<file path="src/rtl/core/lpd_pkg.sv">
// shared constants and types of the length-prefix deframer
// no dependencies
`default_nettype none

package lpd_pkg;

  localparam int unsigned HEADER_BYTES = 4;
  localparam int unsigned LEN_W        = 32;
  localparam int unsigned DATA_W       = 8;
  localparam int unsigned HCOUNT_W     = 3;
  localparam int unsigned CFG_INDEX_W  = 2;

  localparam logic [CFG_INDEX_W-1:0] REG_MAX_TRANSFER_UNIT = 2'd0;
  localparam logic [CFG_INDEX_W-1:0] REG_DELIVER_LIMIT     = 2'd1;

  localparam logic [LEN_W-1:0] MTU_RESET   = 32'h0001_0000;
  localparam logic [LEN_W-1:0] LIMIT_RESET = 32'hFFFF_FFFF;

  // last header position, widened so that eight header bytes still fit
  localparam logic [HCOUNT_W:0] HEADER_LAST = (HCOUNT_W + 1)'(HEADER_BYTES - 1);

  typedef struct packed {
    logic [DATA_W-1:0] data_byte;
    logic              last_of_packet;
    logic              empty_packet;
    logic              length_error;
    logic              truncated;
  } result_t;

endpackage

`default_nettype wire

</file>
<file path="src/rtl/core/lpd_byte_if.sv">
// stream channels and configuration write channel of the deframer
// depends on lpd_pkg
`default_nettype none

interface lpd_byte_if;
  logic                         valid;
  logic                         ready;
  logic [lpd_pkg::DATA_W-1:0]   in_byte;
  modport source (output valid, output in_byte, input ready);
  modport sink (input valid, input in_byte, output ready);
endinterface

interface lpd_result_if;
  logic                         valid;
  logic                         ready;
  logic [lpd_pkg::DATA_W-1:0]   data_byte;
  logic                         last_of_packet;
  logic                         empty_packet;
  logic                         length_error;
  logic                         truncated;
  modport source (output valid, output data_byte, output last_of_packet,
                  output empty_packet, output length_error, output truncated,
                  input ready);
  modport sink (input valid, input data_byte, input last_of_packet,
                input empty_packet, input length_error, input truncated,
                output ready);
endinterface

interface lpd_cfg_if;
  logic                              valid;
  logic                              ready;
  logic [lpd_pkg::CFG_INDEX_W-1:0]   reg_index;
  logic [lpd_pkg::LEN_W-1:0]         wdata;
  modport source (output valid, output reg_index, output wdata, input ready);
  modport sink (input valid, input reg_index, input wdata, output ready);
endinterface

`default_nettype wire

</file>
<file path="src/rtl/core/length_prefix_deframer_unit.sv">
// length-prefix deframer: splits a byte stream into packets led by a
// little-endian length; depends on lpd_pkg and the channel interfaces
//
//   channel       role    carries
//   byte_stream   sink    in_byte, one raw stream byte per request
//   packet_stream source  data_byte and the four packet flags
//   cfg           sink    reg_index, wdata (register writes, always ready)
//
// a byte passes the input register, then the header/payload step into the
// result register
// one byte per cycle sustained while results are taken; the step is a 32-bit add and the length and limit compares
// rst is synchronous: clears control state and valid flags, loads config reset values
// a stalled result holds its stage; the input stage refills as it drains
`default_nettype none

module length_prefix_deframer_unit (
  input  wire logic    clk,
  input  wire logic    rst,
  lpd_byte_if.sink     byte_stream,
  lpd_result_if.source packet_stream,
  lpd_cfg_if.sink      cfg
);

  logic [lpd_pkg::LEN_W-1:0]    max_transfer_unit;
  logic [lpd_pkg::LEN_W-1:0]    deliver_limit;

  logic                         in_valid;
  logic [lpd_pkg::DATA_W-1:0]   in_data;

  logic [lpd_pkg::HCOUNT_W-1:0] header_count;
  logic [lpd_pkg::LEN_W-1:0]    packet_length;
  logic [lpd_pkg::LEN_W-1:0]    payload_count;
  logic                         error_sticky;
  logic                         in_payload;

  logic [lpd_pkg::HCOUNT_W-1:0] header_count_next;
  logic [lpd_pkg::LEN_W-1:0]    packet_length_next;
  logic [lpd_pkg::LEN_W-1:0]    payload_count_next;
  logic                         error_sticky_next;
  logic                         in_payload_next;

  logic                         out_valid;
  lpd_pkg::result_t             result;
  lpd_pkg::result_t             result_next;
  logic                         emit;

  logic                         out_free;
  logic                         step;

  logic [lpd_pkg::LEN_W-1:0]    len_base;
  logic [lpd_pkg::LEN_W-1:0]    len_gather;
  logic [lpd_pkg::LEN_W-1:0]    count_inc;
  logic [lpd_pkg::HCOUNT_W:0]   pos_wide;
  logic                         header_done;
  logic                         pkt_final;
  logic                         within_limit;

  assign out_free          = !out_valid || packet_stream.ready;
  assign step              = in_valid && out_free;
  assign byte_stream.ready = !in_valid || out_free;
  assign cfg.ready         = 1'b1;

  // configuration registers
  always_ff @(posedge clk) begin
    if (rst) begin
      max_transfer_unit <= lpd_pkg::MTU_RESET;
      deliver_limit     <= lpd_pkg::LIMIT_RESET;
    end else if (cfg.valid) begin
      unique case (cfg.reg_index)
        lpd_pkg::REG_MAX_TRANSFER_UNIT: max_transfer_unit <= cfg.wdata;
        lpd_pkg::REG_DELIVER_LIMIT:     deliver_limit     <= cfg.wdata;
        default: ;
      endcase
    end
  end

  // input register
  always_ff @(posedge clk) begin
    if (rst) begin
      in_valid <= 1'b0;
    end else if (byte_stream.ready) begin
      in_valid <= byte_stream.valid;
    end
  end

  always_ff @(posedge clk) begin
    if (byte_stream.ready && byte_stream.valid) begin
      in_data <= byte_stream.in_byte;
    end
  end

  // header gathering
  always_comb begin
    pos_wide    = {1'b0, header_count};
    header_done = (pos_wide >= lpd_pkg::HEADER_LAST);
    len_base    = (header_count == '0) ? '0 : packet_length;
    if (header_count < 3'd4) begin
      len_gather = len_base |
                   ({{(lpd_pkg::LEN_W - lpd_pkg::DATA_W){1'b0}}, in_data}
                    << {header_count[1:0], 3'b000});
    end else if (in_data != '0) begin
      len_gather = '1;
    end else begin
      len_gather = len_base;
    end
    count_inc    = payload_count + 32'd1;
    pkt_final    = (count_inc >= packet_length);
    within_limit = (count_inc <= deliver_limit);
  end

  // one step per byte
  always_comb begin
    header_count_next  = header_count;
    packet_length_next = packet_length;
    payload_count_next = payload_count;
    error_sticky_next  = error_sticky;
    in_payload_next    = in_payload;
    emit               = 1'b0;
    result_next        = '0;
    priority if (error_sticky) begin
      emit = 1'b0;
    end else if (!in_payload) begin
      packet_length_next = len_gather;
      if (header_done) begin
        header_count_next  = '0;
        payload_count_next = '0;
        if (len_gather > max_transfer_unit) begin
          error_sticky_next        = 1'b1;
          emit                     = 1'b1;
          result_next.length_error = 1'b1;
        end else if (len_gather == '0) begin
          emit                       = 1'b1;
          result_next.last_of_packet = 1'b1;
          result_next.empty_packet   = 1'b1;
        end else begin
          in_payload_next = 1'b1;
        end
      end else begin
        header_count_next = header_count + 3'd1;
      end
    end else begin
      payload_count_next = count_inc;
      if (pkt_final) begin
        in_payload_next    = 1'b0;
        header_count_next  = '0;
        payload_count_next = '0;
      end
      if (within_limit) begin
        emit                       = 1'b1;
        result_next.data_byte      = in_data;
        result_next.last_of_packet = pkt_final;
      end else if (pkt_final) begin
        emit                       = 1'b1;
        result_next.last_of_packet = 1'b1;
        result_next.truncated      = 1'b1;
      end
    end
  end

  always_ff @(posedge clk) begin
    if (rst) begin
      header_count  <= '0;
      packet_length <= '0;
      payload_count <= '0;
      error_sticky  <= 1'b0;
      in_payload    <= 1'b0;
    end else if (step) begin
      header_count  <= header_count_next;
      packet_length <= packet_length_next;
      payload_count <= payload_count_next;
      error_sticky  <= error_sticky_next;
      in_payload    <= in_payload_next;
    end
  end

  // result register
  always_ff @(posedge clk) begin
    if (rst) begin
      out_valid <= 1'b0;
    end else if (out_free) begin
      out_valid <= step && emit;
    end
  end

  always_ff @(posedge clk) begin
    if (step && emit) begin
      result <= result_next;
    end
  end

  assign packet_stream.valid          = out_valid;
  assign packet_stream.data_byte      = result.data_byte;
  assign packet_stream.last_of_packet = result.last_of_packet;
  assign packet_stream.empty_packet   = result.empty_packet;
  assign packet_stream.length_error   = result.length_error;
  assign packet_stream.truncated      = result.truncated;

endmodule

`default_nettype wire

</file>
<file path="src/flat_wrapper.sv">
// flat-port wrapper written by rule: the top's interface ports become plain ports
module length_prefix_deframer_unit_flat 
  (clk, rst, byte_stream_valid, byte_stream_in_byte, byte_stream_ready, packet_stream_valid, packet_stream_data_byte, packet_stream_last_of_packet, packet_stream_empty_packet, packet_stream_length_error, packet_stream_truncated, packet_stream_ready, cfg_valid, cfg_reg_index, cfg_wdata, cfg_ready);
  lpd_byte_if byte_stream_i ();
  lpd_result_if packet_stream_i ();
  lpd_cfg_if cfg_i ();
  input  wire logic clk;
  input  wire logic rst;
  input wire logic [$bits(byte_stream_i.valid)-1:0] byte_stream_valid;
  input wire logic [$bits(byte_stream_i.in_byte)-1:0] byte_stream_in_byte;
  output wire logic [$bits(byte_stream_i.ready)-1:0] byte_stream_ready;
  output wire logic [$bits(packet_stream_i.valid)-1:0] packet_stream_valid;
  output wire logic [$bits(packet_stream_i.data_byte)-1:0] packet_stream_data_byte;
  output wire logic [$bits(packet_stream_i.last_of_packet)-1:0] packet_stream_last_of_packet;
  output wire logic [$bits(packet_stream_i.empty_packet)-1:0] packet_stream_empty_packet;
  output wire logic [$bits(packet_stream_i.length_error)-1:0] packet_stream_length_error;
  output wire logic [$bits(packet_stream_i.truncated)-1:0] packet_stream_truncated;
  input wire logic [$bits(packet_stream_i.ready)-1:0] packet_stream_ready;
  input wire logic [$bits(cfg_i.valid)-1:0] cfg_valid;
  input wire logic [$bits(cfg_i.reg_index)-1:0] cfg_reg_index;
  input wire logic [$bits(cfg_i.wdata)-1:0] cfg_wdata;
  output wire logic [$bits(cfg_i.ready)-1:0] cfg_ready;
  assign byte_stream_i.valid = byte_stream_valid;
  assign byte_stream_i.in_byte = byte_stream_in_byte;
  assign byte_stream_ready = byte_stream_i.ready;
  assign packet_stream_valid = packet_stream_i.valid;
  assign packet_stream_data_byte = packet_stream_i.data_byte;
  assign packet_stream_last_of_packet = packet_stream_i.last_of_packet;
  assign packet_stream_empty_packet = packet_stream_i.empty_packet;
  assign packet_stream_length_error = packet_stream_i.length_error;
  assign packet_stream_truncated = packet_stream_i.truncated;
  assign packet_stream_i.ready = packet_stream_ready;
  assign cfg_i.valid = cfg_valid;
  assign cfg_i.reg_index = cfg_reg_index;
  assign cfg_i.wdata = cfg_wdata;
  assign cfg_ready = cfg_i.ready;
  length_prefix_deframer_unit u_core (.clk(clk), .rst(rst), .byte_stream(byte_stream_i), .packet_stream(packet_stream_i), .cfg(cfg_i));
endmodule
</file>
<file path="config.mk">
export PLATFORM = sky130hd
export DESIGN_NAME = length_prefix_deframer_unit_flat
export DESIGN_NICKNAME = d
export VERILOG_FILES = /design/src/rtl/core/lpd_pkg.sv /design/src/rtl/core/lpd_byte_if.sv /design/src/rtl/core/length_prefix_deframer_unit.sv /design/src/flat_wrapper.sv
export SDC_FILE = /design/constraint.sdc
export NUM_CORES = 1
export LEC_CHECK = 0
export BUFFER_PORTS_ARGS = -buffer_cell sky130_fd_sc_hd__buf_2
export CAP_MARGIN = 15
export CORE_MARGIN = 8
export CORE_UTILIZATION = 50
export DETAILED_ROUTE_END_ITERATION = 8
export HOLD_SLACK_MARGIN = 0.15
export PLACE_DENSITY = 0.68
export SKIP_LAST_GASP = 1
export SYNTH_ARGS = -nofsm -noshare
export SYNTH_HDL_FRONTEND = slang
export SYNTH_SLANG_ARGS = --single-unit
</file>
<file path="constraint.sdc">
create_clock -name clk -period 9.81 [get_ports clk]
set_input_delay 0.4905 -clock clk [delete_from_list [all_inputs] [get_ports clk]]
set_output_delay 0.4905 -clock clk [all_outputs]
set_load 0.005 [all_outputs]
</file>
[Word-level counts from Yosys, hierarchy flattened]
Cells that the tools add are included.
Word-level totals
  bits in registers: 155
  input port bits: 47
  output and inout port bits: 15
  word-level logic and storage cells: 82
Cells by class
  add/sub/neg operators: 2
  $lt $le $gt $ge: 5
  equal/unequal tests: 2
  shift operators: 1
  mux-type cells: 30
  bitwise logic cells: 5
  reductions and logical operators: 22
Operator list (number)
  32-bit two-way mux: 6
  32-bit by 1-bit adder with 32-bit output (second input constant): 1
  32-bit greater-or-equal comparator: 1
  32-bit greater-than comparator: 1
  32-bit less-or-equal comparator: 1
  32-bit zero test: 1
  32-bit bitwise OR: 1
  8-bit by 5-bit << shifter with 32-bit output: 1
  1-bit two-way mux: 18
  3-bit two-way mux: 4
  3-bit AND reduction: 3
  3-bit OR reduction: 3
  8-bit nonzero test: 1
  2-bit AND reduction: 3
  2-bit two-way mux: 2
  1-bit inverter: 4
  4-bit OR reduction: 1
  3-bit by 1-bit adder with 3-bit output (second input constant): 1
  3-bit by 2-bit greater-or-equal comparator with 1-bit output (second input constant): 1
  1-bit logical AND: 3
  3-bit zero test: 1
  3-bit < comparator (second input constant): 1
  2-bit by 1-bit == test with 1-bit output (second input constant): 1
  1-bit zero test: 2
  other kinds (4): 5

[Logic depth before layout (Yosys ltp)]
Gate-level depths: netlist (run 1).
  word-level depth: 11
  depth in mapped cells: 16
  gate-level depth less buffers: 14

[Least setup slack after synthesis (run 1)]
No wires, ideal clock.
  kind: reg2reg
  from: register u_core.payload_count[2] in the netlist's numbering
  to: register u_core.result, in the netlist u_core.packet_stream.data_byte[0], enable pin
  setup time: 0.303 ns
  arrival time: 3.724 ns
  data required time: 9.507 ns
  slack: 5.783 ns
  cell stages (with the launch flop): 12
  path buffers: 0
  period minus slack after synthesis: 4.027 ns
  cells stage by stage: dfxtp_1 -> and3_1 -> nand4_1 -> nor4_2 -> xnor2_1 -> ha_1 -> and4_1 -> a221o_1 -> a2111o_1 -> nor2_1 -> or3b_1 -> o2111a_1
Between the ends
  word-level cells in the longest chain between the ends: 7
  elaborated cells between the ends (all ways): 8
  those cells by class: add/sub (1); order compare (2); mux (4); reduce/logical (1)
Ends and longest elaborated chain
  from (decl): line length_prefix_deframer_unit.sv:32  | logic [lpd_pkg::LEN_W-1:0] payload_count;
  from (signal assigned): line length_prefix_deframer_unit.sv:170  | payload_count <= payload_count_next;
  32-bit by 1-bit adder with 32-bit output (*): line length_prefix_deframer_unit.sv:106  | count_inc = payload_count + 32'd1;
  32-bit greater-or-equal comparator: line length_prefix_deframer_unit.sv:107  | pkt_final = (count_inc >= packet_length);
  1-bit two-way mux: line length_prefix_deframer_unit.sv:152  | end else if (pkt_final) begin
  1-bit two-way mux (*): line length_prefix_deframer_unit.sv:148  | if (within_limit) begin
  1-bit two-way mux (*): line length_prefix_deframer_unit.sv:122  | end else if (!in_payload) begin
  1-bit two-way mux (*): line length_prefix_deframer_unit.sv:120  | priority if (error_sticky) begin
  1-bit logical AND (*): line length_prefix_deframer_unit.sv:186  | if (step && emit) begin
  to (signal assigned): line length_prefix_deframer_unit.sv:187  | result <= result_next;
  to (decl): line length_prefix_deframer_unit.sv:43  | lpd_pkg::result_t result;
Mark *: on every way between the ends. The rest lies on a longest branch, timed or not.
A chain may end at the register's enable or synchronous reset.

[Final worst setup path (run 1)]
  from: register u_core.payload_count[0] in the netlist's numbering
  to: register u_core.result, in the netlist u_core.packet_stream.data_byte[3], enable pin
The elaborated chain is that of the path after synthesis.

==> run metrics, run 1 <==
Post-CTS Setup Bufs=0; fraction of the mapped netlist area in adder cells=13.58%; DR WL met2=11710 um; peak supply drop=0.0001258 V; Vias/cell=5.805; WP data required=9.88 ns; Num CTS Buffers=17; clock slew at reported path FFs=0.07 ns; clk buf depth=2; compound-gate portion of the synthesized area=21.08%; Syn Std Cell Area=0.009214 mm2; Post-synth ARST share=0%; Least-Margin Pin Slew=1.070 ns; largest net degree at the start of global routing=85; EDFF count, synth=20; Worst path slowest cell=nor4_2; CP Capture Type=flop; CTS Root Cell=clkbuf_16; top sig layer=met4; sw power=0.0004007 W; relative slew slack=28.09%; DR DRC count=0; hold_buf cts=0; via count=8005; Final Critical Period=5.027 ns; DRT met1 WL=11120 um; Warnings, synthesis=0; largest area contributor in the netlist=dfxtp_1; area share of the largest cell type after synthesis=29.33%; Worst EP arrival=5.10 ns; area delta synth->final=11.09%; Reg power frac=44.4%; number of buffers and inverters on the critical path=0; die span in x=151.8 um; Avg Inst Size Synth=8.316 um2; first-pass GRT wire length=39640 um; final worst-path cycle share=51.25%; Max Cap Viol=0; P per Cell Area=148.6 mW/mm2; Mapped Cells=1108; DP HPWL=17500 um; worst min-delay path category=input port to flop; Detailed Route Iter0 Violations=700; Worst Setup Slack, final=4.783 ns; pre-CTS WS=4.895 ns; Clock Skews=0.01340 ns; DIE AREA=0.02303 mm2; metal3 WL=1486 um; largest family of logic cells by synthesized area=compound AO/OA/AOI/OAI gates; dominant cell by count in the synthesized netlist=nand2_1; remaining antenna violation count after routing=0; vias in the first global route=7592; # rows=49; Int Power=0.001120 W; cell chain of the critical path=and2_1 -> nand4_1 -> nor4_2 -> nand3_1 -> xnor2_1 -> ha_1 -> a21o_1 -> a221o_1 -> a221oi_1 -> o21ai_0 -> a21oi_1 -> or3b_1 -> o2111a_1; Worst R2R Setup Slack=4.78 ns; Clock Latency Late Sink=0.43 ns; ys flop type=dfxtp_1; CTS tree=done; max incr delay on CP=0.73 ns; Final Slew Violations=0; Non-Filler Instances=1379; FMAX=0.1989 GHz; Comb pwr share=10.0%; Die Ht=151.8 um; drt total wl=24790 um; post-synthesis sequential area ratio=35.85%; layout cells sized above 1=11.30%; I/O Buffers=60; Avg WL per Cell=17.98 um; # setup viols final=0; multiplexer share of the synthesized area=0.3259%; Ports=62; P_leak=4.316 nW; final instance area=0.01024 mm2; RSZ-0062 raised after global routing=false; CP startpoint kind=flop; 1st-pass router iterations=5; GRT Util Overall=22.06%; Worst Path Max Fanout=12; Synth Area in XOR/XNOR=2.281%; dominant cells by area after synthesis=dfxtp_1 29%, ha_1 14%, edfxtp_1 6.5%; initial antenna violation count=0; clock power share=45.6%; status=finished clean; dpl cell area=0.009624 mm2; setup TNS=0 ns; placed cell count=1347; diode count=0; CTS H-tree depth=4; clock sink count=155; Net Count, Synth=1255; Hold Fails Final Rpt=0; core area=0.01802 mm2; Resize count post-CTS=0; top post-synthesis cells by count=142 x nand2_1, 135 x dfxtp_1, 108 x a21oi_1; cell family with most CP delay=compound AO/OA/AOI/OAI gates; Synth cell types=69; simple-gate portion of the synthesized area=19.68%; Initial Util=51.12%; Total Power=0.001521 W; FF+latch count, synth=155; Final GP Congestion=0.8563; # nets final=1284; switching share of power=26.35%; grt total ovfl=0; worst setup path class=flop to flop
logic make-up (layout without fill, tap and decap cells):
kind of cell / after synthesis / after routing
AND/OR/NAND/NOR: 371 / 371
AO/OA/AOI/OAI: 288 / 288
buffers and inverters: 166 / 208
flip-flops: 155 / 155
adder cells (fa/ha/maj): 100 / 100
XOR/XNOR: 24 / 24
multiplexers: 3 / 3
other: 1 / 1
per-stage QoR:
step | hold slack (ns) | util (%)
after floorplan | 0.4363 | -
after global placement | 0.4419 | 53.39
after detailed placement | 0.4480 | 53.39
after CTS | 0.2186 | 56.79
after global routing | 0.2149 | 56.79
final | 0.2337 | 56.79
power by group through the flow:
stage	logic (W)	registers, W	clock network, W
6_report	0.000152	0.000675	0.000694
5_1_grt	0.000171	0.000676	0.000732
4_1_cts	0.000151	0.000675	0.000707
3_5_place_dp	0.000150	0.000689	0
3_3_place_gp	0.000147	0.000688	0
2_1_floorplan	0.000110	0.000680	0
placed cells by master (no fill, tap or decap), drive strengths merged, types with 26 or more instances in the layout:
master / netlist / routed
a211o: 34 / 34
a21oi: 108 / 108
a221o: 31 / 31
a22oi: 26 / 26
buf: 15 / 69
dfxtp: 135 / 135
ha: 100 / 100
inv: 107 / 113
nand2: 142 / 142
nand3: 32 / 32
nor2: 89 / 89
o21ai: 51 / 51
sequential cells by signal, summed over array words and instances (netlist names), 3 cells and up:
register / cells
u_core.deliver_limit: 32
u_core.header_count: 3
u_core.packet_stream.data_byte: 8
u_core.max_transfer_unit: 32
u_core.packet_length: 32
u_core.payload_count: 32
u_core.in_data: 8
final timing paths:
check	cells after the start	from	to
max	13	u_core.payload_count[0]$_SDFFE_PP0P_	u_core.packet_stream.data_byte[3]$_SDFFCE_PP0P_
min	1	byte_stream_in_byte[7]	u_core.in_data[7]$_DFFE_PP_
max reg2reg	13	u_core.payload_count[0]$_SDFFE_PP0P_	u_core.packet_stream.data_byte[3]$_SDFFCE_PP0P_
min reg2reg	2	u_core.max_transfer_unit[30]$_SDFFE_PP0P_	u_core.max_transfer_unit[30]$_SDFFE_PP0P_
final cells by class:
class / instances / area, um2
tap: 229 / 286.5
inverter: 107 / 401.6
multi-input combinational: 787 / 5263
clock inverter: 15 / 186.4
timing repair buffer: 69 / 370.4
clock buffer: 17 / 425.4
sequential: 155 / 3303
fill: 1675 / 7789
worst register-to-register path, delay by kind of cell (launching register included):
family          cells  cell delay [ns]
compound gates      6             1.90
simple gates        5             1.66
flops               1             0.42
xor+xnor            1             0.35
fa+ha+maj           1             0.33
routing by layer:
| layer | vias up | GRT usage [%] |
|---|---|---|
| met4 | 0 | 6.516 |
| met5 | - | 0 |
| met1 | 3737 | 28.75 |
| met2 | 247 | 36.11 |
| li1 | 3986 | - |
| met3 | 35 | 4.514 |
Note: power is estimated with default switching activity, not from simulation.
==> run 2, diff against run 1 <==
clock period = 4.71 ns   (was 9.81 ns; I/O delays follow)
==> run 2 against run 1 <==
Register-to-register slack worse by 4.5 ns. Combinational power up 140%. First-iteration DRC count up 7.6%. Setup slack worse by 4.5 ns. Power up 110%. Sequential share of layout area down 1.6 points. Die area unchanged. Flip-flop and latch count unchanged. Global-route usage up 0.81 points. Largest power group is now sequential cells. Highest routed layer unchanged.
==> run metrics, run 2 (synthesis results as in run 1) <==
Detailed Route Iter0 Violations=753 (+7.6%); vias in the first global route=7939 (+4.6%); via count=8295 (+3.6%); die span in x=151.8 um (unchanged); Die Ht=151.8 um (unchanged); Avg WL per Cell=18.01 um (+0.19%); # setup viols final=0 (unchanged); diode count=0 (unchanged); multi-input combinational cell area=0.005265 mm2 (about the same); remaining antenna violation count after routing=0 (unchanged); Num CTS Buffers=17 (unchanged); 1st-pass router iterations=6 (+1); P_leak=4.582 nW (+6.2%); Initial Util=51.12% (unchanged); fill count=1622 (-3.2%); DIE AREA=0.02303 mm2 (unchanged); CTS tree=done; # nets final=1343 (+4.6%); status=finished clean; DP HPWL=18300 um (+4.5%); RSZ-0062 raised after global routing=false; Clock Latency Late Sink=0.43 ns (about the same); clock sink count=155 (unchanged); initial antenna violation count=0 (unchanged); P per Cell Area=293.6 mW/mm2 (+98%); final worst-path cycle share=94.45% (+43 points); CTS Root Cell=clkbuf_16; Ports=62 (unchanged); Least-Margin Pin Slew=0.9596 ns (-0.1108 ns); number of buffers and inverters on the critical path=0 (unchanged); clock slew at reported path FFs=0.06 ns (about the same); largest net degree at the start of global routing=87 (+2.4%); FMAX=0.2248 GHz (+13%); # rows=49 (unchanged); Worst path slowest cell=or4_1; peak supply drop=0.0002970 V (+140%); Non-Filler Instances=1438 (+4.3%); CP Capture Type=flop; I/O Buffers=60 (unchanged); most common cell after layout, fill and taps aside=nand2_1; CP startpoint kind=flop; grt total ovfl=0 (unchanged); Vias/cell=5.768 (-0.63%); WP data required=4.78 ns (-5.10 ns); GRT Util Overall=22.86% (+0.81 points); Post-CTS Setup Bufs=0 (unchanged); Final Critical Period=4.449 ns (-0.5787 ns); max incr delay on CP=0.62 ns (-0.11 ns); Clock Skews=0.01302 ns (-0.0003818 ns); layout cells sized above 1=12.24% (+0.94 points); clk buf depth=2 (unchanged); setup TNS=0 ns (unchanged); cell chain of the critical path=ha_1 -> nand4_1 -> or4_1 -> nor2b_1 -> xor2_1 -> ha_1 -> a21oi_1 -> nand2_1 -> a221oi_1 -> o21ai_0 -> a21oi_1 -> or3b_1 -> o2111a_1; area delta synth->final=16.87%; Final GP Congestion=0.8904 (+4.0%); worst setup path class=flop to flop; first-pass GRT wire length=41190 um (+3.9%); cell family with most CP delay=compound AO/OA/AOI/OAI gates; Reg area=0.003303 mm2 (unchanged); Worst EP arrival=4.52 ns (-0.58 ns); drt total wl=25910 um (+4.5%); placed cell count=1365 (+1.3%); Worst Path Max Fanout=12 (unchanged); Hold Fails Final Rpt=0 (unchanged); Final Slew Violations=0 (unchanged); most frequent cells in the layout=142 x nand2_1, 135 x dfxtp_1, 107 x inv_1, 107 x a21oi_1, 100 x ha_1; CTS H-tree depth=4 (unchanged); DR DRC count=0 (unchanged); relative slew slack=36.03% (+7.9 points); core area=0.01802 mm2 (unchanged); worst min-delay path category=input port to flop; Max Cap Viol=0 (unchanged)
-- run 2: cell count changes in the layout (fill, tap and decap cells not counted), moves of 2 or more --
cell,previous run,this run
buf_4,10,28
clkinv_4,1,5
inv_6,6,2
dlygate4sd3_1,0,41
clkinvlp_4,4,1
clkbuf_8,0,2
-- run 2: worst reg2reg max path, stage by stage (launching register included) --
cell	delay (ns)
dfxtp_1	0.42
ha_1	0.27
nand4_1	0.20
or4_1	0.62
nor2b_1	0.16
xor2_1	0.32
ha_1	0.32
a21oi_1	0.17
nand2_1	0.08
a221oi_1	0.36
o21ai_0	0.16
a21oi_1	0.31
or3b_1	0.20
o2111a_1	0.50
-- run 2: repair_timing --
item | CTS | global route
gates resized for setup | 0 | 1
endpoints found under the hold margin | 73 | 0
endpoints found under the setup margin | 0 | 12
hold buffers | 41 | 0
-- run 2: worst paths after layout --
check | cells after the start | slack [ns] | end | start
worst min-delay path | 4 | 0.18 | u_core.in_valid$_SDFFE_PP0N_ | packet_stream_ready
worst min register to register | 2 | 0.45 | u_core.max_transfer_unit[26]$_SDFFE_PP0P_ | u_core.max_transfer_unit[26]$_SDFFE_PP0P_
worst max register to register | 13 | 0.26 | u_core.packet_stream.data_byte[6]$_SDFFCE_PP0P_ | u_core.payload_count[0]$_SDFFE_PP0P_
worst max-delay path | 13 | 0.26 | u_core.packet_stream.data_byte[6]$_SDFFCE_PP0P_ | u_core.payload_count[0]$_SDFFE_PP0P_
-- run 2: area by class of cell --
class                      instances  area share, %
tap                              229          2.661
sequential                       155          30.68
inverter                         107          3.730
clock buffer                      20          4.241
timing repair buffer             128          8.506
multi-input combinational        787          48.90
clock inverter                    12          1.290
-- run 2: power breakdown --
part	switching (W)	internal [W]	leakage, nW
Sequential	0.0000258	0.00137	1.26
Clock	0.000582	0.000814	0.291
Combinational	0.000219	0.000148	3.03
Total	0.000826	0.00233	4.58
-- run 2: routing by layer --
metal	routed length (um)	global-route usage, %
met4	580	8.378
met1	11400	29.26
met5	0	0
met2	12370	38.63
met3	1551	2.970
-- run 2: per-stage QoR --
step           setup WS, ns  utilization, %  power [W]  instance area, um2  hold WS, ns
3_3_place_gp         0.2886           54.14   0.001750                9759       0.4116
4_1_cts              0.1788           59.73   0.003167               10770       0.1737
2_1_floorplan        0.6831               -   0.001647                9214       0.3344
5_1_grt            0.005457           59.74   0.003267               10770       0.2428
6_report             0.2615           59.74   0.003161               10770       0.1840
3_5_place_dp         0.2141           54.14   0.001759                9759       0.4144
==> run 3, diff against run 2 <==
RECOVER_POWER = 25   (was unset)
==> run 3 against run 2 <==
Final cell count did not move. First-iteration DRC count fell by 4.1%. Core utilization barely moved. Routed wire length barely moved. Via count rose by 0.83%. Critical path depth did not move. Non-clock buffer count did not move. Power barely moved. Setup slack improved by 0.0028 ns.
==> run metrics, run 3 (synthesis results as in run 1) <==
status=finished clean; Initial Util=51.12% (unchanged); Num CTS Buffers=17 (unchanged); # setup viols final=0 (unchanged); CTS H-tree depth=4 (unchanged); diode count=0 (unchanged); max incr delay on CP=0.62 ns (about the same); Worst Path Max Fanout=12 (unchanged); Worst Hold End=u_core.in_valid$_SDFFE_PP0N_; Hold Startpoint=packet_stream_ready; area delta synth->final=16.81% (about the same); Worst R2R Setup Slack=0.26 ns (about the same); 1st-pass router iterations=5 (-1); Final GP Congestion=0.8904 (unchanged); CTS Root Cell=clkbuf_16; Worst Setup Slack, final=0.2643 ns (+0.002808 ns); most frequent cells in the layout=142 x nand2_1, 135 x dfxtp_1, 107 x inv_1, 107 x a21oi_1, 100 x ha_1; setup TNS=0 ns (unchanged); R2R Path Start=u_core.payload_count[0]$_SDFFE_PP0P_; worst min-delay path category=input port to flop; relative slew slack=14.25% (-22 points); Final Slew Violations=0 (unchanged); # rows=49 (unchanged); via count=8364 (+0.83%); remaining antenna violation count after routing=0 (unchanged); most common cell after layout, fill and taps aside=nand2_1; Hold Fails Final Rpt=0 (unchanged); WP data required=4.78 ns (about the same); FMAX=0.2249 GHz (about the same); P per Cell Area=293.8 mW/mm2 (about the same); dpl cell area=0.009759 mm2 (unchanged); WHS Path Cells=4 (unchanged); cell chain of the critical path=ha_1 -> nand4_1 -> or4_1 -> nor2b_1 -> xor2_1 -> ha_1 -> a21oi_1 -> nand2_1 -> a221oi_1 -> o21ai_0 -> a21oi_1 -> or3b_1 -> o2111a_1; worst setup path class=flop to flop; pre-CTS WS=0.2141 ns (unchanged); Worst EP arrival=4.52 ns (about the same); initial antenna violation count=0 (unchanged); Avg WL per Cell=18.00 um (about the same); Detailed Route Iter0 Violations=722 (-4.1%); largest net degree at the start of global routing=87 (unchanged); grt total ovfl=0 (unchanged); vias in the first global route=7939 (unchanged); R2R cell count=13 (unchanged); clk buf depth=2 (unchanged); GRT Util Overall=22.86% (unchanged); peak supply drop=0.0003003 V (+1.1%); Least-Margin Pin Slew=1.286 ns (+0.3267 ns); Max Cap Viol=0 (unchanged); core area=0.01802 mm2 (unchanged); DR DRC count=0 (unchanged); final instance area=0.01076 mm2 (about the same); Post-CTS Setup Bufs=0 (unchanged); top sig layer=met4; Post-Route Utilization=59.71% (about the same); Die Ht=151.8 um (unchanged); Ports=62 (unchanged); P_leak=4.577 nW (about the same); Vias/cell=5.816 (+0.83%); CP startpoint kind=flop; DR WL met2=12300 um (-0.61%); Worst path slowest cell=or4_1; metal3 WL=1423 um (-8.3%); reg2reg end=u_core.packet_stream.data_byte[6]$_SDFFCE_PP0P_; final worst-path cycle share=94.39% (about the same); RSZ-0062 raised after global routing=false; die span in x=151.8 um (unchanged); Clock Latency Late Sink=0.44 ns (about the same); CTS tree=done; clock slew at reported path FFs=0.06 ns (about the same); # nets final=1343 (unchanged); I/O Buffers=60 (unchanged); drt total wl=25890 um (about the same); CP Capture Type=flop; Final Critical Period=4.446 ns (-0.002808 ns); DIE AREA=0.02303 mm2 (unchanged); Clock Skews=0.01230 ns (-0.0007245 ns); first-pass GRT wire length=41190 um (unchanged); clock sink count=155 (unchanged); DP HPWL=18300 um (unchanged); layout cells sized above 1=11.83% (-0.41 points); DRT met1 WL=11540 um (+1.2%)
run 3: cell types whose count changed in the layout (fill, tap and decap cells not counted):
cell	change
and3b_1	+1
or3b_1	+1
and3b_2	-1
clkbuf_1	+3
buf_2	-3
or3b_2	-1
run 3: area by class of cell:
cell class / instances / area [um2]
Fill cell: 1625 / 7262
Multi-Input combinational cell: 787 / 5264
Sequential cell: 155 / 3303
Timing Repair Buffer: 128 / 912.1
Clock buffer: 20 / 456.7
Inverter: 107 / 401.6
Tap cell: 229 / 286.5
Clock inverter: 12 / 138.9
run 3: what timing repair did:
action / CTS / global route
resized for setup: 0 / 1
hold endpoints to repair: 73 / 0
hold buffers: 41 / 0
setup endpoints to repair: 0 / 12
run 3: how the worst max path moves through the flow:
stage,start,end,slack (ns),depth (start not counted)
floorplan,u_core.payload_count[2]$_SDFFE_PP0P_,u_core.packet_stream.data_byte[0]$_SDFFCE_PP0P_,0.68,11
global placement,u_core.payload_count[0]$_SDFFE_PP0P_,u_core.packet_stream.data_byte[1]$_SDFFCE_PP0P_,0.29,14
detailed placement,u_core.payload_count[0]$_SDFFE_PP0P_,u_core.packet_stream.data_byte[1]$_SDFFCE_PP0P_,0.21,14
CTS,u_core.payload_count[0]$_SDFFE_PP0P_,u_core.packet_stream.data_byte[6]$_SDFFCE_PP0P_,0.18,14
global route,u_core.payload_count[2]$_SDFFE_PP0P_,u_core.packet_stream.data_byte[6]$_SDFFCE_PP0P_,0.005,14
finish,u_core.payload_count[0]$_SDFFE_PP0P_,u_core.packet_stream.data_byte[6]$_SDFFCE_PP0P_,0.26,13
run 3: power by group:
part / total (W) / switching (W) / internal [W]
sequential: 0.00140 / 0.0000261 / 0.00137
clock: 0.00140 / 0.000583 / 0.000814
combinational: 0.000367 / 0.000219 / 0.000147
run 3: routing by layer:
metal | vias up | track usage (%)
met3 | 48 | 2.970
li1 | 4103 | -
met2 | 274 | 38.63
met4 | 0 | 8.378
met1 | 3939 | 29.26
met5 | - | 0
run 3: critical path, delay by kind of cell (launching register included):
family | cells | cell delay [ns]
and+or+nand+nor | 5 | 1.26
adders and majority gates | 2 | 0.59
xor gates and xnor gates | 1 | 0.32
DFF | 1 | 0.42
AOI/OAI and AO/OA | 5 | 1.49
run 3: metrics by stage:
stage / cells / power, W / hold WS (ns)
final: 1438 / 0.003162 / 0.1810
after detailed placement: 1365 / 0.001759 / 0.4144
after global routing: 1438 / 0.003267 / 0.2428
after global placement: 1365 / 0.001750 / 0.4116
after floorplan: 1108 / 0.001647 / 0.3344
after CTS: 1438 / 0.003167 / 0.1737
